## config.mk

```make
export PLATFORM = sky130hd
export DESIGN_NAME = gdst_mul
export DESIGN_NICKNAME = d
export VERILOG_FILES = /design/src/gdst_pkg.sv /design/src/gdst_mul.sv
export SDC_FILE = /design/constraint.sdc
export NUM_CORES = 2
export LEC_CHECK = 0
export BUFFER_PORTS_ARGS = -buffer_cell sky130_fd_sc_hd__buf_2
export CORE_ASPECT_RATIO = 0.6
export CORE_UTILIZATION = 40
export DETAILED_ROUTE_END_ITERATION = 8
export PLACE_DENSITY = 0.62
export SLEW_MARGIN = 25
export SYNTH_ARGS = -nofsm -noshare
export SYNTH_HDL_FRONTEND = slang
export SYNTH_SLANG_ARGS = --single-unit
```

## constraint.sdc

```tcl
create_clock -name clk -period 9.7 [get_ports clk]
set_input_delay 0.97 -clock clk [delete_from_list [all_inputs] [get_ports clk]]
set_output_delay 0.97 -clock clk [all_outputs]
set_load 0.05 [all_outputs]
```

## src/gdst_pkg.sv

```systemverilog
// ----------------------------------------------------------------------------
// gdst_pkg: shared types and constants of the distance send trigger
// Field widths, mode and register codes, and the fixed-point constants of
// the CORDIC datapath, which are built at elaboration time.
// ----------------------------------------------------------------------------
package gdst_pkg;

  // Number of CORDIC micro-rotations per pass.
  localparam int CORDIC_STEPS = 32;
  localparam int ITER_W       = $clog2(CORDIC_STEPS);

  // Beat fields.
  localparam int MODE_W     = 2;
  localparam int LAT_W      = 31;
  localparam int LON_W      = 32;
  localparam int STEP_W     = 29;
  localparam int SUM_W      = 32;
  localparam int TICK_W     = 16;
  localparam int CFG_IDX_W  = 2;
  localparam int CFG_DATA_W = 32;

  // Datapath widths.
  localparam int ANG_W  = 64;  // Q60 radians
  localparam int XY_W   = 40;  // CORDIC x and y
  localparam int OPD_W  = 35;  // multiplier operands
  localparam int PROD_W = 70;  // multiplier product
  localparam int RED_W  = 34;  // angle in 1e-7 degree during reduction
  localparam int SQRT_IN_W = 64;
  localparam int SQRT_W    = 32;
  localparam int REM_W     = 36;
  localparam int SQRT_CNT_W = $clog2(SQRT_W);

  // Mode codes.
  localparam logic [MODE_W-1:0] MODE_POS   = 2'd0;
  localparam logic [MODE_W-1:0] MODE_HOME  = 2'd1;
  localparam logic [MODE_W-1:0] MODE_TICK  = 2'd2;
  localparam logic [MODE_W-1:0] MODE_FRAME = 2'd3;

  // Register indexes.
  localparam logic [CFG_IDX_W-1:0] REG_TIME_LIMIT = 2'd0;
  localparam logic [CFG_IDX_W-1:0] REG_DIST_LIMIT = 2'd1;

  localparam logic [TICK_W-1:0] TIME_LIMIT_RESET = 16'd3000;
  localparam logic [SUM_W-1:0]  DIST_LIMIT_RESET = 32'd480;

  localparam longint DEG_FULL = 64'd3600000000;
  localparam longint DEG_HALF = 64'd1800000000;
  localparam logic [63:0] EARTH_K  = 64'd101964720;  // radius in 1/16 m
  localparam logic [31:0] STEP_MAX = 32'd320400000;

  typedef logic signed [ANG_W-1:0] angle_t;
  typedef angle_t [CORDIC_STEPS-1:0] atan_tab_t;

  typedef struct packed {
    logic start;
    logic vectoring;
  } cordic_cmd_t;

  // Unsigned quotient by restoring long division, for elaboration only.
  function automatic logic [63:0] udiv64(input logic [63:0] num, input logic [63:0] den);
    logic [63:0] q;
    logic [64:0] r;
    q = 64'd0;
    r = 65'd0;
    for (int j = 63; j >= 0; j--) begin
      r = {r[63:0], num[j]};
      if (r >= {1'b0, den}) begin
        r    = r - {1'b0, den};
        q[j] = 1'b1;
      end
    end
    return q;
  endfunction

  // Arctangent of the reciprocal of n in Q60 by its alternating series.
  function automatic logic [63:0] atan_recip(input logic [63:0] n);
    logic [63:0] t;
    logic [63:0] n2;
    logic [63:0] s;
    logic [63:0] k;
    logic        sub;
    logic        run;
    t   = udiv64(64'd1 << 60, n);
    n2  = n * n;
    s   = t;
    k   = 64'd1;
    sub = 1'b1;
    run = 1'b1;
    for (int j = 0; j < 64; j++) begin
      if (run) begin
        t = udiv64(t, n2);
        if (t == 64'd0) begin
          run = 1'b0;
        end else begin
          if (sub) s = s - udiv64(t, 64'd2 * k + 64'd1);
          else     s = s + udiv64(t, 64'd2 * k + 64'd1);
          sub = !sub;
          k   = k + 64'd1;
        end
      end
    end
    return s;
  endfunction

  // Floor square root, bit-pair method.
  function automatic logic [63:0] isqrt_c(input logic [63:0] v);
    logic [63:0] r;
    logic [63:0] b;
    logic [63:0] x;
    x = v;
    r = 64'd0;
    b = 64'd1 << 62;
    for (int j = 0; j < 32; j++) begin
      if (b > x) b = b >> 2;
    end
    for (int j = 0; j < 32; j++) begin
      if (b != 64'd0) begin
        if (x >= r + b) begin
          x = x - (r + b);
          r = (r >> 1) + b;
        end else begin
          r = r >> 1;
        end
        b = b >> 2;
      end
    end
    return r;
  endfunction

  localparam logic [63:0] PI_Q  = 64'd4 * (64'd4 * atan_recip(64'd5) - atan_recip(64'd239));
  localparam logic [63:0] DEG_K = PI_Q / 64'd1800000000;
  localparam angle_t PI_A   = angle_t'(PI_Q);
  localparam angle_t HALF_A = angle_t'(PI_Q / 64'd2);

  function automatic atan_tab_t build_atan_tab();
    atan_tab_t   tab;
    logic [63:0] s;
    logic [63:0] term;
    int          e;
    for (int i = 0; i < CORDIC_STEPS; i++) begin
      if (i == 0) begin
        tab[i] = angle_t'(PI_Q >> 2);
      end else begin
        s = 64'd0;
        for (int k = 0; k < 32; k++) begin
          e = i * (2 * k + 1);
          if (e <= 60) begin
            term = udiv64(64'd1 << (60 - e), 64'(2 * k + 1));
            s = k[0] ? s - term : s + term;
          end
        end
        tab[i] = angle_t'(s);
      end
    end
    return tab;
  endfunction

  function automatic logic [63:0] build_inv_gain();
    logic [63:0] p;
    logic [63:0] q;
    p = 64'd1 << 30;
    for (int i = 0; i < CORDIC_STEPS; i++) begin
      p = p + (p >> (2 * i));
    end
    q = udiv64(64'd1 << 62, p);
    return isqrt_c(q << 28);
  endfunction

  localparam atan_tab_t   ATAN_TAB = build_atan_tab();
  localparam logic [63:0] INV_GAIN = build_inv_gain();

endpackage

```

## src/gdst_mul.sv

```systemverilog
// ----------------------------------------------------------------------------
// gdst_mul: shared signed multiplier
// One signed product per cycle, registered at the output.
// ----------------------------------------------------------------------------
module gdst_mul import gdst_pkg::*; (
  input  logic                      clk,
  input  logic signed [OPD_W-1:0]   a,
  input  logic signed [OPD_W-1:0]   b,
  output logic signed [PROD_W-1:0]  prod
);

  always_ff @(posedge clk) begin
    prod <= PROD_W'(a) * PROD_W'(b);
  end

endmodule

```

### Word-level counts from Yosys, hierarchy flattened

Cells that the tools add are included.

* flip-flop bits (word level): 70
* logic and storage cells: 2
* output and inout bits: 70
* input bits: 71

* multiply operators: 1

Operators with widths (count)
* $mul A35 B35 Y70: 1

### Longest topological paths before layout

* depth in word-level cells: 1
* mapped depth: 30
* mapped depth without buffers: 28

### Least setup slack after synthesis

OpenSTA, ideal clock, no wires.

* kind: input -> register
* start: input port a[34]
* end: register prod[68]
* arrival time: 8835 ps
* data required time: 9577 ps
* stages: 28
* path buffers: 3
* setup slack: 742 ps
* library setup time: 123 ps
* cells stage by stage: clkbuf_1 -> clkbuf_1 -> nand2_1 -> inv_1 -> fa_1 -> fa_1 -> fa_1 -> inv_1 -> fa_1 -> inv_1 -> fa_1 -> fa_1 -> fa_1 -> inv_1 -> fa_1 -> inv_1 -> ha_1 -> buf_4 -> a21o_1 -> a21o_1 -> a21oi_1 -> o21ai_0 -> a221o_1 -> a21o_1 -> a31oi_1 -> o21a_1 -> o21ai_1 -> xor2_1

* word-level cells in the longest chain between the ends: 1

Ends and longest elaborated chain
* from (decl): RTL line gdst_mul.sv:7 `input logic signed [OPD_W-1:0] a,`
* $mul A35 B35 Y70: RTL line gdst_mul.sv:13 `prod <= PROD_W'(a) * PROD_W'(b);`
* to (signal assigned): RTL line gdst_mul.sv:13
* to (decl): RTL line gdst_mul.sv:9 `output logic signed [PROD_W-1:0] prod`

Every way passes these cells.

### Final worst setup path

* start: input port b[12]
* end: register prod[69]

* word-level cells in the longest chain between the ends: 1

Ends and longest elaborated chain
* from (decl): RTL line gdst_mul.sv:8 `input logic signed [OPD_W-1:0] b,`
* $mul A35 B35 Y70: RTL line gdst_mul.sv:13

Every way passes these cells.

==> impl_metrics.ini <==
[run_status]
status = finished, final reports clean

[synthesis]
syn_nets = 6260
yosysTopAreaCell = fa_1
synthTopCellsByCount = fa_1 (1311), inv_1 (1158), and2_1 (667), nand2_1 (569), clkbuf_1 (230)
synth_ff_type = dfxtp_1
synth_cell_type_count = 71
yosys_warnings = 0
synth_most_common_cell = fa_1
async_flop_share_pct = 0
netlist.area_leader.share_pct = 58.53
syn_area_sq_um = 44840
yosys-top-cells-area = fa_1 (59%), inv_1 (9.7%), and2_1 (9.3%)
avgSynthCellArea_sq_um = 9.599
synth-edff-count = 0
synth-seq-area-share_pct = 3.125
syn_inst = 4671
synth-seq-cells = 70

[clock_tree]
cts.sinks = 70
postCtsHoldBufs = 0
root_buffer = clkbuf_16
cts_tree = built
clockBufferDepth = 2
cts_resized = 0
cts_buffers = 9
cts_setup_buffers = 0
htreeDepth = 3
path_clk_slew_ps = 80

[die]
ios = 141
die_x_um = 434.2
fp-row-count = 94
coreArea_sq_um = 110300
start_util_pct = 40.64
dieArea_sq_um = 113500
die_h_um = 261.3

[run]
maxCapViolations = 0

[setup_path]
cp_top_family = adder cells
start_kind = input pin
critPathMaxStageDelay_ps = 800
worst_path_most_repeated_cell = fa_1
critPathCaptureType = flop
cpMaxStageDelayCell = fa_1
path_max_fanout = 35
crit_type = in2reg
crit_arrival_ps = 9340
required_ps = 9950
cp_num_buf_inv = 5

[final_layout]
drive_above_1_share_pct = 5.443
reg_top3 = prod: 70 flops
largest_reg_flops = 70
fin_cells = 6137
fillers = 10750
area_growth_pct = 5.299
largest-register = prod
final_nets = 6232
finish.utilization_pct = 42.80

[detailed_routing]
vias_per_cell = 5.054
wire_per_inst_um = 22.55
drtIter0Drc = 2505
drc_errors = 0
vias = 31010
first_pass_iters = 7
drtAntennaViolNets = 0
drt_wl_total_um = 138400

[placement]
dp.cells = 6120
dp_hpwl_um = 116900
dp_slack_ps = 428.5
portBuffers = 140
place_congestion = 0.9090

[timing]
post-route-period-util_pct = 93.76
drv_slew = 0
worstMarginPinSlew_ps = 972.3
hold_violations = 0
setup_slack_ps = 605.0
period_needed_ps = 9095
fmax_ghz = 0.1100
slew_headroom_pct = 35.18
setup-tns-final_ps = 0
setup_viol = 0
grt_setup_unrepaired = no

[global_route]
grt_pass1_vias = 33250
overflow = 0
grt.total_usage_pct = 25.83
grt_pass1_wl_um = 216000
grt_max_degree = 36
antenna_found_initial = 7

[min_path]
hold_class = in2reg
## logic make-up after synthesis
logic type      after synthesis  synth area share, %
buf+inv                    1410                12.04
flops                        70                3.125
xor+xnor                     79                1.543
fa+ha+maj                  1518                64.31
simple gates               1365                15.63
compound gates              229                3.351
## worst paths after layout
kind              startpoint  endpoint  slack [ps]  depth (start not counted)
setup / recovery       b[12]  prod[69]         600                         25
hold / removal          a[0]   prod[0]        1180                          3
## per-stage QoR
stage	instance area, sq um	hold slack, ps
final	47220	1180
after global routing	47210	1175
after CTS	47210	1150
after detailed placement	46920	1439
after global placement	46920	1440
after floorplan	44840	1097
## metal layers
metal	global-route usage (%)	vias to the layer above	wire length, um
met2	30.29	1761	47680
met5	0	-	27
li1	-	13160	-
met3	13.16	70	23360
met1	41.61	16020	66110
met4	2.729	6	1212
## layout by cell type (no fill, tap or decap), types with 13 or more instances in the layout
cell      instances
fa_1           1310
inv_1          1158
and2_1          667
nand2_1         569
ha_1            207
buf_2           140
a21oi_1          75
buf_4            70
dfxtp_1          70
xnor2_1          54
nor2_1           52
a21o_1           38
o21ai_0          32
xor2_1           25
nand4_1          16
nand2b_1         15
o21ai_1          13
## area by class of cell
cell class	count	area (sq um)	share of cell area, %
multi-input combinational	3191	38050	80.58
clock inverter	7	61.31	0.1298
antenna	1	2.502	0.005300
clock buffer	9	225.2	0.4770
timing repair buffer	212	1266	2.682
inverter	1159	4350	9.214
sequential	70	1401	2.968
tap	1488	1862	3.943
Power is not shown: default switching activity piles up to over one toggle a cycle in this logic, so the estimate is an artifact.
