<file path="src/gdst_pkg.sv">
// ----------------------------------------------------------------------------
// gdst_pkg: shared types and constants of the distance send trigger
// Field widths, mode and register codes, and the fixed-point constants of
// the CORDIC datapath, which are built at elaboration time.
// ----------------------------------------------------------------------------
package gdst_pkg;

  // Number of CORDIC micro-rotations per pass.
  localparam int CORDIC_STEPS = 32;
  localparam int ITER_W       = $clog2(CORDIC_STEPS);

  // Beat fields.
  localparam int MODE_W     = 2;
  localparam int LAT_W      = 31;
  localparam int LON_W      = 32;
  localparam int STEP_W     = 29;
  localparam int SUM_W      = 32;
  localparam int TICK_W     = 16;
  localparam int CFG_IDX_W  = 2;
  localparam int CFG_DATA_W = 32;

  // Datapath widths.
  localparam int ANG_W  = 64;  // Q60 radians
  localparam int XY_W   = 40;  // CORDIC x and y
  localparam int OPD_W  = 35;  // multiplier operands
  localparam int PROD_W = 70;  // multiplier product
  localparam int RED_W  = 34;  // angle in 1e-7 degree during reduction
  localparam int SQRT_IN_W = 64;
  localparam int SQRT_W    = 32;
  localparam int REM_W     = 36;
  localparam int SQRT_CNT_W = $clog2(SQRT_W);

  // Mode codes.
  localparam logic [MODE_W-1:0] MODE_POS   = 2'd0;
  localparam logic [MODE_W-1:0] MODE_HOME  = 2'd1;
  localparam logic [MODE_W-1:0] MODE_TICK  = 2'd2;
  localparam logic [MODE_W-1:0] MODE_FRAME = 2'd3;

  // Register indexes.
  localparam logic [CFG_IDX_W-1:0] REG_TIME_LIMIT = 2'd0;
  localparam logic [CFG_IDX_W-1:0] REG_DIST_LIMIT = 2'd1;

  localparam logic [TICK_W-1:0] TIME_LIMIT_RESET = 16'd3000;
  localparam logic [SUM_W-1:0]  DIST_LIMIT_RESET = 32'd480;

  localparam longint DEG_FULL = 64'd3600000000;
  localparam longint DEG_HALF = 64'd1800000000;
  localparam logic [63:0] EARTH_K  = 64'd101964720;  // radius in 1/16 m
  localparam logic [31:0] STEP_MAX = 32'd320400000;

  typedef logic signed [ANG_W-1:0] angle_t;
  typedef angle_t [CORDIC_STEPS-1:0] atan_tab_t;

  typedef struct packed {
    logic start;
    logic vectoring;
  } cordic_cmd_t;

  // Unsigned quotient by restoring long division, for elaboration only.
  function automatic logic [63:0] udiv64(input logic [63:0] num, input logic [63:0] den);
    logic [63:0] q;
    logic [64:0] r;
    q = 64'd0;
    r = 65'd0;
    for (int j = 63; j >= 0; j--) begin
      r = {r[63:0], num[j]};
      if (r >= {1'b0, den}) begin
        r    = r - {1'b0, den};
        q[j] = 1'b1;
      end
    end
    return q;
  endfunction

  // Arctangent of the reciprocal of n in Q60 by its alternating series.
  function automatic logic [63:0] atan_recip(input logic [63:0] n);
    logic [63:0] t;
    logic [63:0] n2;
    logic [63:0] s;
    logic [63:0] k;
    logic        sub;
    logic        run;
    t   = udiv64(64'd1 << 60, n);
    n2  = n * n;
    s   = t;
    k   = 64'd1;
    sub = 1'b1;
    run = 1'b1;
    for (int j = 0; j < 64; j++) begin
      if (run) begin
        t = udiv64(t, n2);
        if (t == 64'd0) begin
          run = 1'b0;
        end else begin
          if (sub) s = s - udiv64(t, 64'd2 * k + 64'd1);
          else     s = s + udiv64(t, 64'd2 * k + 64'd1);
          sub = !sub;
          k   = k + 64'd1;
        end
      end
    end
    return s;
  endfunction

  // Floor square root, bit-pair method.
  function automatic logic [63:0] isqrt_c(input logic [63:0] v);
    logic [63:0] r;
    logic [63:0] b;
    logic [63:0] x;
    x = v;
    r = 64'd0;
    b = 64'd1 << 62;
    for (int j = 0; j < 32; j++) begin
      if (b > x) b = b >> 2;
    end
    for (int j = 0; j < 32; j++) begin
      if (b != 64'd0) begin
        if (x >= r + b) begin
          x = x - (r + b);
          r = (r >> 1) + b;
        end else begin
          r = r >> 1;
        end
        b = b >> 2;
      end
    end
    return r;
  endfunction

  localparam logic [63:0] PI_Q  = 64'd4 * (64'd4 * atan_recip(64'd5) - atan_recip(64'd239));
  localparam logic [63:0] DEG_K = PI_Q / 64'd1800000000;
  localparam angle_t PI_A   = angle_t'(PI_Q);
  localparam angle_t HALF_A = angle_t'(PI_Q / 64'd2);

  function automatic atan_tab_t build_atan_tab();
    atan_tab_t   tab;
    logic [63:0] s;
    logic [63:0] term;
    int          e;
    for (int i = 0; i < CORDIC_STEPS; i++) begin
      if (i == 0) begin
        tab[i] = angle_t'(PI_Q >> 2);
      end else begin
        s = 64'd0;
        for (int k = 0; k < 32; k++) begin
          e = i * (2 * k + 1);
          if (e <= 60) begin
            term = udiv64(64'd1 << (60 - e), 64'(2 * k + 1));
            s = k[0] ? s - term : s + term;
          end
        end
        tab[i] = angle_t'(s);
      end
    end
    return tab;
  endfunction

  function automatic logic [63:0] build_inv_gain();
    logic [63:0] p;
    logic [63:0] q;
    p = 64'd1 << 30;
    for (int i = 0; i < CORDIC_STEPS; i++) begin
      p = p + (p >> (2 * i));
    end
    q = udiv64(64'd1 << 62, p);
    return isqrt_c(q << 28);
  endfunction

  localparam atan_tab_t   ATAN_TAB = build_atan_tab();
  localparam logic [63:0] INV_GAIN = build_inv_gain();

endpackage

</file>
<file path="src/gdst_isqrt.sv">
// ----------------------------------------------------------------------------
// gdst_isqrt: iterative integer square root
// Produces the floor root of a 64-bit value, one result bit per cycle.
// ----------------------------------------------------------------------------
module gdst_isqrt import gdst_pkg::*; (
  input  logic                  clk,
  input  logic                  rst,
  input  logic                  start,
  input  logic [SQRT_IN_W-1:0]  radicand,
  output logic                  done,
  output logic [SQRT_W-1:0]     root
);

  logic [SQRT_IN_W-1:0]  rad;
  logic [REM_W-1:0]      rem;
  logic [REM_W-1:0]      rem_sh;
  logic [REM_W-1:0]      trial;
  logic                  busy;
  logic [SQRT_CNT_W-1:0] cnt;

  always_comb begin
    rem_sh = {rem[REM_W-3:0], rad[SQRT_IN_W-1 -: 2]};
    trial  = REM_W'({root, 2'b01});
  end

  always_ff @(posedge clk) begin
    if (rst) begin
      busy <= 1'b0;
      done <= 1'b0;
      cnt  <= '0;
    end else begin
      done <= 1'b0;
      if (start) begin
        busy <= 1'b1;
        cnt  <= '0;
      end else if (busy) begin
        cnt <= cnt + 1'b1;
        if (cnt == SQRT_CNT_W'(SQRT_W - 1)) begin
          busy <= 1'b0;
          done <= 1'b1;
        end
      end
    end
  end

  always_ff @(posedge clk) begin
    if (start) begin
      rad  <= radicand;
      rem  <= '0;
      root <= '0;
    end else if (busy) begin
      rad <= {rad[SQRT_IN_W-3:0], 2'b00};
      if (rem_sh >= trial) begin
        rem  <= rem_sh - trial;
        root <= {root[SQRT_W-2:0], 1'b1};
      end else begin
        rem  <= rem_sh;
        root <= {root[SQRT_W-2:0], 1'b0};
      end
    end
  end

endmodule

</file>
<file path="config.mk">
export PLATFORM = sky130hd
export DESIGN_NAME = gdst_isqrt
export DESIGN_NICKNAME = d
export VERILOG_FILES = /design/src/gdst_pkg.sv /design/src/gdst_isqrt.sv
export SDC_FILE = /design/constraint.sdc
export NUM_CORES = 1
export LEC_CHECK = 0
export ABC_AREA = 1
export BUFFER_PORTS_ARGS = -buffer_cell sky130_fd_sc_hd__clkbuf_2
export CAP_MARGIN = 30
export CORE_MARGIN = 5
export CORE_UTILIZATION = 51
export CTS_CLUSTER_DIAMETER = 50
export CTS_CLUSTER_SIZE = 24
export DETAILED_ROUTE_END_ITERATION = 12
export HOLD_SLACK_MARGIN = 0.08
export PLACE_DENSITY = 0.82
export SLEW_MARGIN = 5
export SYNTH_ARGS = -nofsm -noshare
export SYNTH_HDL_FRONTEND = slang
export SYNTH_SLANG_ARGS = --single-unit
</file>
<file path="constraint.sdc">
create_clock -name clk -period 3 [get_ports clk]
set_input_delay 0.3 -clock clk [delete_from_list [all_inputs] [get_ports clk]]
set_output_delay 0.3 -clock clk [all_outputs]
set_load 0.01 [all_outputs]
</file>
---- After elaboration in Yosys (flattened, before gate mapping) ----
Index checks and enable logic that the tools add are counted.
storage, ports and cells
  register bits after elaboration ......... 137
  input port bits ......................... 67
  word-level logic and storage cells ...... 22
  output and inout bits ................... 33
cells by class
  mux-type cells .......................... 8
  reduce and logical (&&, ||, !) cells .... 3
  bitwise operators ....................... 1
  add/subtract/negate cells ............... 2
  magnitude comparators ................... 1
  eq/ne operators ......................... 1
operators by type and width
  cell                 number
  $mux 64              2
  $ge 36x34->1         1
  $mux 34              1
  $sub 34x34->34       1
  $add 5x1->5 const B  1
  $eq 5x5->1 const B   1
  $mux 1               5
  $reduce_or 3->1      1
  $reduce_bool 2->1    1
  $reduce_or 2->1      1
  $not 1->1            1

---- Longest topological paths before layout ----
Gate-level depths: netlist of the first run.
  depth in word-level cells ............... 4
  depth in mapped cells ................... 17
  depth with buffers taken out ............ 17

---- Least setup slack after synthesis of the first run ----
OpenSTA, ideal clock, no wires.
  kind .................................... input -> register
  start point ............................. input start
  end point ............................... register rad[0], enable pin
  stages .................................. 4
  path buffers ............................ 2
  arrival ................................. 2657 ps
  setup slack ............................. -110 ps
  cells stage by stage .................... clkbuf_1 -> nor2_1 -> inv_1 -> clkbuf_1
between the ends
  word-level cells in the longest chain between the ends .. 1
RTL lines
  item                                line              RTL
  start, declared                     gdst_isqrt.sv:8   input logic start,
  $reduce_bool 2->1 (no source line)  -
  end signal, assigned                gdst_isqrt.sv:48  rad <= radicand;
  end signal, assigned                gdst_isqrt.sv:52  rad <= {rad[SQRT_IN_W-3:0], 2'b00};
  end, declared                       gdst_isqrt.sv:14  logic [SQRT_IN_W-1:0] rad;
No other way between the ends.
A chain may end at the register's enable or synchronous reset.

---- Worst setup path after layout of the first run ----
  start point ............................. register root[6]
  end point ............................... register rem[26]
between the ends
  word-level cells in the longest chain between the ends .. 2
  elaborated cells between the ends (all ways) .. 3
  classes of those cells .................. 1 x add/sub; 1 x order compare; 1 x mux
RTL lines
  item                                            line                                RTL
  start, declared                                 gdst_isqrt.sv:11                    output logic [SQRT_W-1:0] root
  start signal, assigned                          gdst_isqrt.sv:55                    root <= {root[SQRT_W-2:0], 1'b1};
  start signal, assigned                          gdst_isqrt.sv:58                    root <= {root[SQRT_W-2:0], 1'b0};
  $sub 34x34->34 or $ge 36x34->1 (tied branches)  gdst_isqrt.sv:54, gdst_isqrt.sv:53
  $mux 34 *                                       gdst_isqrt.sv:53                    if (rem_sh >= trial) begin
  end signal, assigned                            gdst_isqrt.sv:54                    rem <= rem_sh - trial;
  end signal, assigned                            gdst_isqrt.sv:57                    rem <= rem_sh;
  end, declared                                   gdst_isqrt.sv:15                    logic [REM_W-1:0] rem;
Mark *: on every way between the ends. The rest lies on a longest branch, timed or not.

==> summary.md, run 1 <==
| Metric | Value |
|---|---|
| Vias in the first global route | roughly 7.5k |
| Largest family of logic cells by synthesized area | simple AND/OR/NAND/NOR gates |
| Synth Area in Compound Gates | 0.0631 |
| CTS tree | yes |
| Reg2reg setup slack | 0.25 ns |
| Die ar. | approximately 19000 µm² |
| ANT nets after route | 0 |
| Simple-gate portion of the synthesized area | 0.355 |
| WS Path Type | reg2reg |
| H-Tree Level Count | 4 |
| CP delay by family, top | simple AND/OR/NAND/NOR gates |
| Fill count | 1533 |
| DR pass1 iterations | 6 |
| Flops & latches, synth | about 140 |
| CTS resizes | 0 |
| Outcome | finished clean |
| Final core utilization | 0.603 |
| Slowest stage cell, crit path | ha_1 |
| Critical Path Start Type | flop |
| Register area share after synthesis | 0.409 |
| Share of layout cells above drive strength 1 | 0.127 |
| Worst slew margin relative to its limit | 0.548 |
| ANT cells | 0 |
| Core Area | about 16000 µm² |
| 1st-iter DRT viols | about 500 |
| Total number of vias | approximately 7.9k |
| Final setup fails | 0 |
| Max incr delay on CP | between 0.3 and 0.4 ns |
| Worst slew pin tran | 0.677 ns |
| Input/output buffers | 99 |
| Nets@finish | 1394 |
| CP arrival | 3.06 ns |
| GRT overflow | 0 |
| Synth Instances | about 1.2k |
| Number of remaining DRC errors | 0 |
| Die H | approximately 140 µm |
| Worst Skew | around 0.0067 ns |
| CTS clk-pin slew, worst paths | roughly 0.060 ns |
| Max cap viols | 0 |
| Vias per cell | ~5.2 |
| Crit. Startpoint | root[6]$_SDFFE_PP0P_ |
| Drt total wl | roughly 22000 µm |
| DP HPWL | roughly 16000 µm |
| Period utilization | 0.917 |
| Clk sinks | roughly 140 |
| Hold WC Path Type | in2reg |
| R2R cell count | 13 |
| Number of synthesis warnings | 0 |
| Row cnt | 46 |
| Critical Path End Type | flop |
| Fmax | about 360 MHz |
| CTS root buffer | clkbuf_16 |
| Synth Area in Adders | 0.0544 |
| Critical Path Stages | 13 |
| Syn_nets | about 1.3k |
| Mux cell area share after synthesis | 0 |
| Total track usage | 0.245 |
| Post-DR wirelength/cell | ~15 µm |
| Top FF cell, synth | dfxtp_1 |
| CP bufs+invs | 1 |
| Largest net degree at the start of global routing | 96 |
| Clk_lat worst skew | roughly 0.42 ns |
| Final Hold Viols | 0 |
| Post-route cell area | ~9600 µm² |
| Initial antenna violation count | 0 |
| Distinct cells, synth | 40 |
| Crit path time final | around 2.8 ns |
| Worst path most repeated cell | nand2_1 |
| Hold path cells | 3 |
| Leading post-synthesis cells by cell area | edfxtp_1 (23%), nand2_1 (23%), dfxtp_1 (18%) |
| IO Count | 100 |
| Starting Density | 0.521 |
| RSZ-0062 raised after global routing | false |
| Layout area overhead | 15.8% |
| Cell taking the most area after synthesis | edfxtp_1 |
| First-pass GRT wire length | 36300 µm |
| Synth Area in XOR/XNOR | 0.0148 |
| Post-Syn Area | ~8300 µm² |
| Max Slew Vio Count | 0 |
| Maximum fanout along the worst path | 41 |
| Post-Syn Area per Cell | between 6 and 7 µm² |
| Maximum clock insertion buffer count | 2 |
| Final GP Congestion | ~0.95 |
| Hold Path Origin | radicand[0] |
| Cell Area, Placed | about 9000 µm² |
| Ys async rst share | 0 |
| EDFF count, synth | between 60 and 70 |
| Worst EP required | around 3.3 ns |
| Launch point of the worst reg-to-reg path | root[6]$_SDFFE_PP0P_ |
| Die Wd | 137 µm |
| CP Cell Sequence | inv_1 > ha_1 > nand2_1 > nor2_2 > nand2_1 > nor2_1 > nand2_1 > a21oi_2 > nor2_4 > nand2_4 > nand3_1 > o211ai_1 > nand2_1 |
| Number of buffers created by CTS | 17 |
| Area fraction of the dominant cell type after synthesis | 0.232 |
==> area by class of cell <==
class / instances / area [µm²] / area share
well taps: 216 / 270 / 0.0282
multi-input cells: 842 / 4040 / 0.422
clock buffers: 17 / 425 / 0.0444
flip-flops and latches: 137 / 3380 / 0.353
repair buffers: 113 / 648 / 0.0676
clock inverters: 15 / 139 / 0.0145
inverters: 180 / 677 / 0.0706
==> final timing paths <==
path / to
setup / recovery: rem[26]$_SDFFE_PP0P_
hold / removal: rad[0]$_SDFFCE_PN0P_
setup reg to reg: rem[26]$_SDFFE_PP0P_
hold reg to reg: rem[32]$_SDFFE_PP0P_
==> cells in the mapped netlist (4+ instances only) <==
library cell	n
nand3_1	73
o22ai_1	31
clkbuf_1	26
nand2_1	499
and2_1	5
xor2_1	11
edfxtp_1	64
nor3_1	10
o211ai_1	4
ha_1	36
nand4_1	33
a21oi_1	26
buf_1	8
o21ai_0	8
nor2_2	6
buf_2	4
nor2_1	62
inv_1	179
o21bai_1	7
dfxtp_1	73
==> registers in the layout, summed over array words and instances, names as in the netlist <==
name  cells
rem      34
busy      1
rad      64
cnt       5
root     32
done      1
==> metrics by stage <==
step | instances | TNS (ns) | hold slack (ns) | setup slack [ns]
after floorplan | 1200 | 0 | 0.378 | 0.923
after global placement | 1482 | 0 | 0.447 | 0.0351
after detailed placement | 1483 | -0.0163 | 0.452 | -0.0163
after CTS | 1517 | 0 | 0.137 | 0.156
after global routing | 1520 | 0 | 0.142 | 0.0493
final | 1520 | 0 | 0.141 | 0.249
==> worst register-to-register path, stage by stage, from the launching register on <==
cell and delay, ns:
dfxtp_1 0.32, inv_1 0.07, ha_1 0.37, nand2_1 0.18, nor2_2 0.21, nand2_1 0.07, nor2_1 0.21, nand2_1 0.10
a21oi_2 0.29, nor2_4 0.08, nand2_4 0.37, nand3_1 0.18, o211ai_1 0.12, nand2_1 0.07
==> timing repair <==
action	in CTS	in global routing
setup buffers	0	2
hold endpoints to repair	1	0
gates cloned	1	0
hold buffers	1	0
pin swaps	1	1
endpoints found under the setup margin	1	24
==> cell usage in the layout (no fill, tap or decap), types with 5 or more instances in the layout <==
cell,Yosys,final
nor2_2,6,7
nand4_1,33,33
clkbuf_16,0,17
dfxtp_1,73,72
xor2_1,11,11
and2_1,5,5
nor2_1,62,62
nor3_1,10,10
inv_1,179,177
nand3_1,73,73
o22ai_1,31,31
o21ai_0,8,8
inv_6,0,7
nand2_1,499,499
a21oi_1,26,26
edfxtp_1,64,64
o21bai_1,7,7
buf_4,3,10
clkbuf_2,0,99
ha_1,36,36
==> per-layer routing <==
metal / global-route usage / share of wire / vias to the layer above
met3: 0.0402 / 0.070 / 53
met4: 0.0915 / 0.027 / 0
met5: 0 / 0 / -
met1: 0.337 / 0.45 / 3581
met2: 0.389 / 0.46 / 291
li1: - / - / 3995
==> cells by family (layout without fill, tap and decap cells) <==
| group | after synthesis | in the layout |
|---|---|---|
| buffers and inverters | 222 | 325 |
| flip-flops | 137 | 137 |
| AND/OR/NAND/NOR | 704 | 705 |
| adder cells (fa/ha/maj) | 36 | 36 |
| XOR/XNOR | 14 | 14 |
| AO/OA/AOI/OAI | 87 | 87 |
Power of run 1 is left out: the tool's default activity adds up to more than one toggle a clock period on the data nets, which glitch-free logic cannot reach.
==> run 2, diff against run 1 <==
--- a/config.mk
+++ b/config.mk
@@ -5,7 +5,6 @@
 export SDC_FILE = /design/constraint.sdc
 export NUM_CORES = 1
 export LEC_CHECK = 0
-export ABC_AREA = 1
 export BUFFER_PORTS_ARGS = -buffer_cell sky130_fd_sc_hd__clkbuf_2
 export CAP_MARGIN = 30
 export CORE_MARGIN = 5
==> summary.md, run 2 <==
| Metric | Value |
|---|---|
| Outcome | finished clean |
| Largest registers | rad (64), rem (34), root (32) |
| Flop pwr share | 0.253 |
| H-Tree Level Count | 4 (unchanged) |
| Worst vdd ir | between 500 and 600 µV |
| Final setup fails | 0 (unchanged) |
| Total track usage | 0.196 (-0.0487) |
| Maximum clock insertion buffer count | 2 (unchanged) |
| Lkg Pwr | about 0.0037 µW |
| Clk_lat worst skew | 0.42 ns (about the same) |
| Final Hold Viols | 0 (unchanged) |
| Launch point of the worst reg-to-reg path | root[8]$_SDFFE_PP0P_ |
| Final Total Pwr | roughly 9400 µW |
| Commonest non-fill, non-tap cells in the layout | clkbuf_2 (98), nor2_1 (83), dfxtp_1 (70) |
| Post-Route Setup TNS | 0 ns (unchanged) |
| Largest net degree at the start of global routing | 126 (+31%) |
| Clk sinks | 137 (unchanged) |
| 1st-iter DRT viols | 394 (-22%) |
| Worst hold slack | 0.163 ns (+0.0224 ns) |
| Maximum fanout along the worst path | 4 (-90%) |
| End of the worst register-to-register path | rem[25]$_SDFFE_PP0P_ |
| Initial antenna violation count | 0 (unchanged) |
| Largest reg by FF count | rad |
| Most common cell after layout, fill and taps aside | clkbuf_2 |
| Fmax | 340 MHz (-6.3%) |
| Hold path cells | 2 (-1) |
| Pwr/cell area | a little over 1000 nW/µm² |
| Synth cell count leaders | nor2_1 (83), dfxtp_1 (73), edfxtp_1 (64), mux2_2 (62), nand2_1 (59) |
| Fill count | 1290 (-16%) |
| Slack of the critical path | 0.0631 ns (-0.186 ns) |
| Int Power | 5640 µW |
| Synth Instances | 760 (-37%) |
| WS Path Type | reg2reg |
| Nets@finish | 977 (-30%) |
| Die H | 134 µm (-2.8%) |
| ANT nets after route | 0 (unchanged) |
| Distinct cells, synth | 69 (+73%) |
| Input/output buffers | 99 (unchanged) |
| Critical Path Sink | rem[25]$_SDFFE_PP0P_ |
| Critical Path Start Type | flop |
| Area fraction of the dominant cell type after synthesis | 0.247 (+0.0146) |
| DP HPWL | 12000 µm (-27%) |
| Layout area overhead | 19.6% |
| Leading post-synthesis cells by cell area | edfxtp_1 (25%), dfxtp_1 (19%), mux2_2 (9.0%) |
| Drt total wl | 17300 µm (-22%) |
| Row cnt | 45 (-2.2%) |
| Worst Skew | 0.00900 ns (+0.00234 ns) |
| CTS root buffer | clkbuf_16 |
| Sw Pwr | 3800 µW |
| Crit. Startpoint | root[8]$_SDFFE_PP0P_ |
| Number of remaining DRC errors | 0 (unchanged) |
| Count leader, synth | nor2_1 |
| Die Wd | 134 µm (-2.8%) |
| CTS clk-pin slew, worst paths | 0.06 ns (about the same) |
| CTS tree | yes |
| Period utilization | 0.979 (+0.0620) |
| GRT overflow | 0 (unchanged) |
| Critical Path End Type | flop |
| Final GP Congestion | 0.889 (-6.6%) |
| Syn_nets | 863 (-34%) |
| Vias in the first global route | 5963 (-21%) |
| IO Count | 100 (unchanged) |
| Reg2reg setup slack | 0.06 ns (-0.19 ns) |
| First-pass GRT wire length | 28700 µm (-21%) |
| Share of layout cells above drive strength 1 | 0.343 (+0.215) |
| Ys async rst share | 0 (unchanged) |
| Gate power share | 0.513 |
| Max Slew Vio Count | 0 (unchanged) |
| Post-Syn Area | 7780 µm² (-5.9%) |
| Post-Syn Area per Cell | 10.2 µm² (+49%) |
| Pre-CTS WS | 0.0709 ns (+0.0873 ns) |
| EDFF count, synth | 64 (unchanged) |
| Clk pwr share | 0.233 |
| Vias per cell | 5.66 (+8.6%) |
| Top FF cell, synth | dfxtp_1 |
| ANT cells | 0 (unchanged) |
| Flops & latches, synth | 137 (unchanged) |
| Post-DR wirelength/cell | 16.1 µm (+10%) |
| Worst slew pin tran | 0.781 ns (+0.104 ns) |
| Total number of vias | 6083 (-23%) |
| Starting Density | 0.516 (-0.00495) |
| Crit path time final | 2.94 ns (+0.186 ns) |
| R2R cell count | 11 (-2) |
| Largest register FFs | 64 (unchanged) |
| Number of buffers created by CTS | 17 (unchanged) |
| CP arrival | 3.27 ns (+0.21 ns) |
| Switching Share | 0.402 |
| Number of synthesis warnings | 0 (unchanged) |
| Core Area | 15100 µm² (-5.0%) |
| Hold WC Path Type | in2reg |
| Worst slew margin relative to its limit | 0.479 (-0.0689) |
| Worst EP required | 3.33 ns (+0.02 ns) |
| DR pass1 iterations | 8 (+2) |
| Register area share after synthesis | 0.435 (+0.0257) |
| Max cap viols | 0 (unchanged) |
| Die ar. | 17800 µm² (-5.5%) |
| Cell taking the most area after synthesis | edfxtp_1 |
==> run 2: cell types whose count changed in the layout (fill, tap and decap cells not counted), sizes merged, moves of 11 or more <==
| cell | before | now |
|---|---|---|
| nor2 | 70 | 83 |
| nand2 | 502 | 73 |
| o21ai | 11 | 38 |
| xnor2 | 3 | 14 |
| o22ai | 31 | 0 |
| buf | 13 | 34 |
| a311oi | 0 | 23 |
| nand4 | 33 | 8 |
| inv | 186 | 50 |
| nand3 | 75 | 13 |
| mux2i | 0 | 40 |
| mux2 | 0 | 62 |
| a21oi | 27 | 43 |
==> run 2: logic make-up (layout without fill, tap and decap cells) <==
family | count (synthesis) | after routing | share of synthesized area
compound gates | 151 | 151 | 0.150
flops | 137 | 137 | 0.435
xor+xnor | 28 | 28 | 0.0315
buf+inv | 81 | 208 | 0.0460
fa+ha+maj | 36 | 36 | 0.0579
mux | 102 | 102 | 0.141
simple gates | 225 | 225 | 0.139
==> run 2: power groups by stage <==
stage          combinational [µW]  sequential (µW)  clock, µW
3_3_place_gp                 4530             2410          0
6_report                     4840             2390       2200
2_1_floorplan                3700             2360          0
4_1_cts                      4630             2390       2230
3_5_place_dp                 4580             2420          0
5_1_grt                      5270             2420       2330
==> run 2: cell type report <==
type | count | area, µm² | share of cell area
Clock inverter | 14 | 185 | 0.0199
Timing Repair Buffer | 133 | 781 | 0.0838
Sequential cell | 137 | 3390 | 0.364
Tap cell | 188 | 235 | 0.0253
Clock buffer | 18 | 429 | 0.0461
Multi-Input combinational cell | 542 | 4130 | 0.444
Inverter | 43 | 161 | 0.0173
==> run 2: worst max-delay path, cell delays in order (launching register included) <==
cell,delay (ns)
dfxtp_2,0.36
inv_1,0.05
ha_1,0.33
buf_4,0.16
a21oi_1,0.21
o21ai_2,0.11
or4_4,0.48
o211ai_4,0.24
a21oi_1,0.13
o21ai_0,0.14
or3b_1,0.38
a311oi_2,0.25
==> run 2: worst min path at each step <==
stage | from | end | slack [ns]
after CTS | radicand[0] | rad[0]$_SDFFCE_PN0P_ | 0.15
after global placement | rem[28]$_SDFFE_PP0P_ | rem[28]$_SDFFE_PP0P_ | 0.48
after floorplan | rst | busy$_SDFF_PP0_ | 0.37
after global routing | radicand[42] | rad[42]$_DFFE_PP_ | 0.17
after detailed placement | rem[0]$_SDFFE_PP0P_ | rem[0]$_SDFFE_PP0P_ | 0.48
final | radicand[1] | rad[1]$_SDFFCE_PN0P_ | 0.16
==> run 2: stage by stage <==
step	std cells	util	cell area, µm²
6_report	1075	0.617	9310
3_5_place_dp	1041	0.569	8590
3_3_place_gp	1041	0.569	8590
5_1_grt	1075	0.617	9310
4_1_cts	1074	0.611	9220
2_1_floorplan	760	-	7780
==> run 2: routing by layer <==
layer | GRT usage | vias up | part of all wire | routed length [µm]
li1 | - | 2982 | - | -
met1 | 0.252 | 2887 | 0.45 | 7790
met5 | 0 | - | 0 | 0
met2 | 0.317 | 189 | 0.47 | 8150
met3 | 0.0657 | 25 | 0.069 | 1190
met4 | 0.0577 | 0 | 0.012 | 216
==> run 2: repair_timing <==
item	CTS	global route
hold buffers	1	0
buffers inserted	0	1
resized for setup	0	23
hold endpoints to repair	2	0
setup endpoints to repair	0	24
Note: power is estimated with default switching activity, not from simulation.
==> run 3, diff against run 2 <==
--- a/config.mk
+++ b/config.mk
@@ -8,13 +8,14 @@
 export BUFFER_PORTS_ARGS = -buffer_cell sky130_fd_sc_hd__clkbuf_2
 export CAP_MARGIN = 30
 export CORE_MARGIN = 5
-export CORE_UTILIZATION = 51
+export CORE_UTILIZATION = 53
 export CTS_CLUSTER_DIAMETER = 50
 export CTS_CLUSTER_SIZE = 24
 export DETAILED_ROUTE_END_ITERATION = 12
 export HOLD_SLACK_MARGIN = 0.08
-export PLACE_DENSITY = 0.82
+export PLACE_DENSITY = 0.85
 export SLEW_MARGIN = 5
 export SYNTH_ARGS = -nofsm -noshare
 export SYNTH_HDL_FRONTEND = slang
 export SYNTH_SLANG_ARGS = --single-unit
+export TNS_END_PERCENT = 30
==> summary.md, run 3 (synthesis gave the netlist of run 2 again) <==
| Metric | Value |
|---|---|
| Period utilization | 0.962 (-0.0171) |
| Commonest non-fill, non-tap cells in the layout | clkbuf_2 (98), nor2_1 (83), dfxtp_1 (71) |
| Largest net degree at the start of global routing | 72 (-43%) |
| Placed Cells | 1037 (-0.38%) |
| Initial antenna violation count | 0 (unchanged) |
| CTS tree | yes |
| Finished Layout Cells | 1071 (-0.37%) |
| Area taken by multi-input logic gates | 4110 µm² (-0.39%) |
| Fmax | 347 MHz (+1.8%) |
| Clk_lat worst skew | 0.43 ns (about the same) |
| Die Wd | 131 µm (-1.8%) |
| Row cnt | 44 (-2.2%) |
| Critical Path Start Type | flop |
| Clk sinks | 137 (unchanged) |
| Nets@finish | 977 (unchanged) |
| Maximum clock insertion buffer count | 2 (unchanged) |
| Final GP Congestion | 0.880 (-0.96%) |
| Switching Share | 0.408 (+0.00544) |
| Max Slew Vio Count | 0 (unchanged) |
| Reg area | 3390 µm² (about the same) |
| Total track usage | 0.205 (+0.00866) |
| Share of layout cells above drive strength 1 | 0.338 (-0.00451) |
| ANT cells | 0 (unchanged) |
| DR pass1 iterations | 5 (-3) |
| Worst hold slack | 0.168 ns (+0.00481 ns) |
| Max cap viols | 0 (unchanged) |
| Gate power share | 0.522 (+0.009) |
| Layout area overhead | 19.4% |
| Launch point of the worst reg-to-reg path | root[4]$_SDFFE_PP0P_ |
| Final Hold Viols | 0 (unchanged) |
| Crit. Startpoint | root[4]$_SDFFE_PP0P_ |
| Number of remaining DRC errors | 0 (unchanged) |
| Worst slew pin tran | 0.596 ns (-0.185 ns) |
| Vias in the first global route | 6117 (+2.6%) |
| Post-DR wirelength/cell | 16.9 µm (+4.6%) |
| CP arrival | 3.23 ns (-0.04 ns) |
| IO Count | 100 (unchanged) |
| RSZ-0062 raised after global routing | true |
| Crit path time final | 2.89 ns (-0.0512 ns) |
| Drt total wl | 18100 µm (+4.2%) |
| Final Total Pwr | 9460 µW (+0.26%) |
| Outcome | finished clean |
| Largest reg by FF count | rad |
| Number of buffers created by CTS | 17 (unchanged) |
| Core Area | 14500 µm² (-4.0%) |
| Lkg Pwr | 0.00375 µW (about the same) |
| Critical Path End Type | flop |
| Worst Skew | 0.00804 ns (-0.000957 ns) |
| CP bufs+invs | 2 (unchanged) |
| WS Path Type | reg2reg |
| Sw Pwr | 3860 µW (+1.6%) |
| Largest register FFs | 64 (unchanged) |
| Post-Route Setup TNS | 0 ns (unchanged) |
| Total number of vias | 6202 (+2.0%) |
| Max incr delay on CP | 0.40 ns (-0.08 ns) |
| Hold WC Path Type | in2reg |
| Hold Path Origin | radicand[0] |
| Maximum fanout along the worst path | 11 (+7) |
| Slowest stage cell, crit path | dfxtp_1 |
| DP HPWL | 12400 µm (+3.3%) |
| Starting Density | 0.538 (+0.0218) |
| Largest registers | rad (64), rem (34), root (32) |
| Worst slew margin relative to its limit | 0.603 (+0.123) |
| Final setup fails | 0 (unchanged) |
| First-pass GRT wire length | 29700 µm (+3.6%) |
| Die ar. | 17200 µm² (-3.5%) |
| Reg2reg setup slack | 0.11 ns (+0.05 ns) |
| Fill count | 1129 (-12%) |
| Worst EP required | 3.34 ns (about the same) |
| Vias per cell | 5.79 (+2.3%) |
| ANT nets after route | 0 (unchanged) |
| H-Tree Level Count | 4 (unchanged) |
| Most common cell after layout, fill and taps aside | clkbuf_2 |
| CP delay by family, top | compound AO/OA/AOI/OAI gates |
| Pwr/cell area | 1020 nW/µm² (+0.41%) |
| Input/output buffers | 99 (unchanged) |
| Clk pwr share | 0.225 (-0.008) |
| CTS clk-pin slew, worst paths | 0.06 ns (about the same) |
| CP Cell Sequence | inv_1 > ha_2 > nand2_2 > a2111oi_4 > o21ai_1 > nor3b_4 > a21oi_4 > a21boi_4 > buf_6 > or3_1 > a311oi_2 |
| Die H | 131 µm (-1.8%) |
| GRT overflow | 0 (unchanged) |
| 1st-iter DRT viols | 486 (+23%) |
| Worst vdd ir | 753 µV (+26%) |
| Int Power | 5600 µW (-0.65%) |
| Final core utilization | 0.642 (+0.0251) |
| CTS root buffer | clkbuf_16 |
| Flop pwr share | 0.253 (about the same) |
run 3: cell count changes in the layout (fill, tap and decap cells not counted), moves of 2 or more:
cell / change
ha_2: -3
o21ai_2: -2
buf_6: +2
buf_4: -4
ha_1: +3
buf_12: +2
run 3: metrics by stage:
step | worst slack [ns] | cell area, µm²
2_1_floorplan | 0.301 | 7780
3_3_place_gp | 0.205 | 8610
3_5_place_dp | 0.0707 | 8610
4_1_cts | 0.0807 | 9210
5_1_grt | -0.0653 | 9300
6_report | 0.114 | 9300
run 3: worst register-to-register path: stages (launching register included):
cell	delay [ns]
dfxtp_1	0.40
inv_1	0.07
ha_2	0.38
nand2_2	0.11
a2111oi_4	0.36
o21ai_1	0.17
nor3b_4	0.19
a21oi_4	0.23
a21boi_4	0.09
buf_6	0.16
or3_1	0.39
a311oi_2	0.26
run 3: cell type report:
type	instances	area share
clock inverters	14	0.0174
inverters	43	0.0174
clock buffers	18	0.0462
well taps	184	0.0248
multi-input cells	542	0.442
flip-flops and latches	137	0.364
repair buffers	133	0.0875
run 3: power groups by stage:
stage | combinational, µW | clock (µW) | sequential, µW
final | 4940 | 2130 | 2390
after global routing | 5380 | 2260 | 2420
after CTS | 4680 | 2160 | 2380
after detailed placement | 4620 | 0 | 2420
after global placement | 4530 | 0 | 2420
after floorplan | 3700 | 0 | 2360
run 3: worst paths after layout:
| kind | depth (start not counted) | end |
|---|---|---|
| min reg2reg | 2 | rem[5]$_SDFFE_PP0P_ |
| max | 11 | rem[11]$_SDFFE_PP0P_ |
| min | 2 | rad[0]$_SDFFCE_PN0P_ |
| max reg2reg | 11 | rem[11]$_SDFFE_PP0P_ |
run 3: metal layers:
metal	GRT usage	vias to the layer above	routed length, µm	part of all wire
met5	0	-	0	0
met4	0.0583	0	299	0.017
met3	0.0822	37	1710	0.095
met2	0.327	265	8380	0.46
met1	0.258	2918	7680	0.43
li1	-	2982	-	-
run 3: repair_timing:
action,CTS,global route
buffers inserted,0,1
gates resized for setup,0,19
setup endpoints to repair,0,30
hold buffers,1,0
hold endpoints to repair,2,0
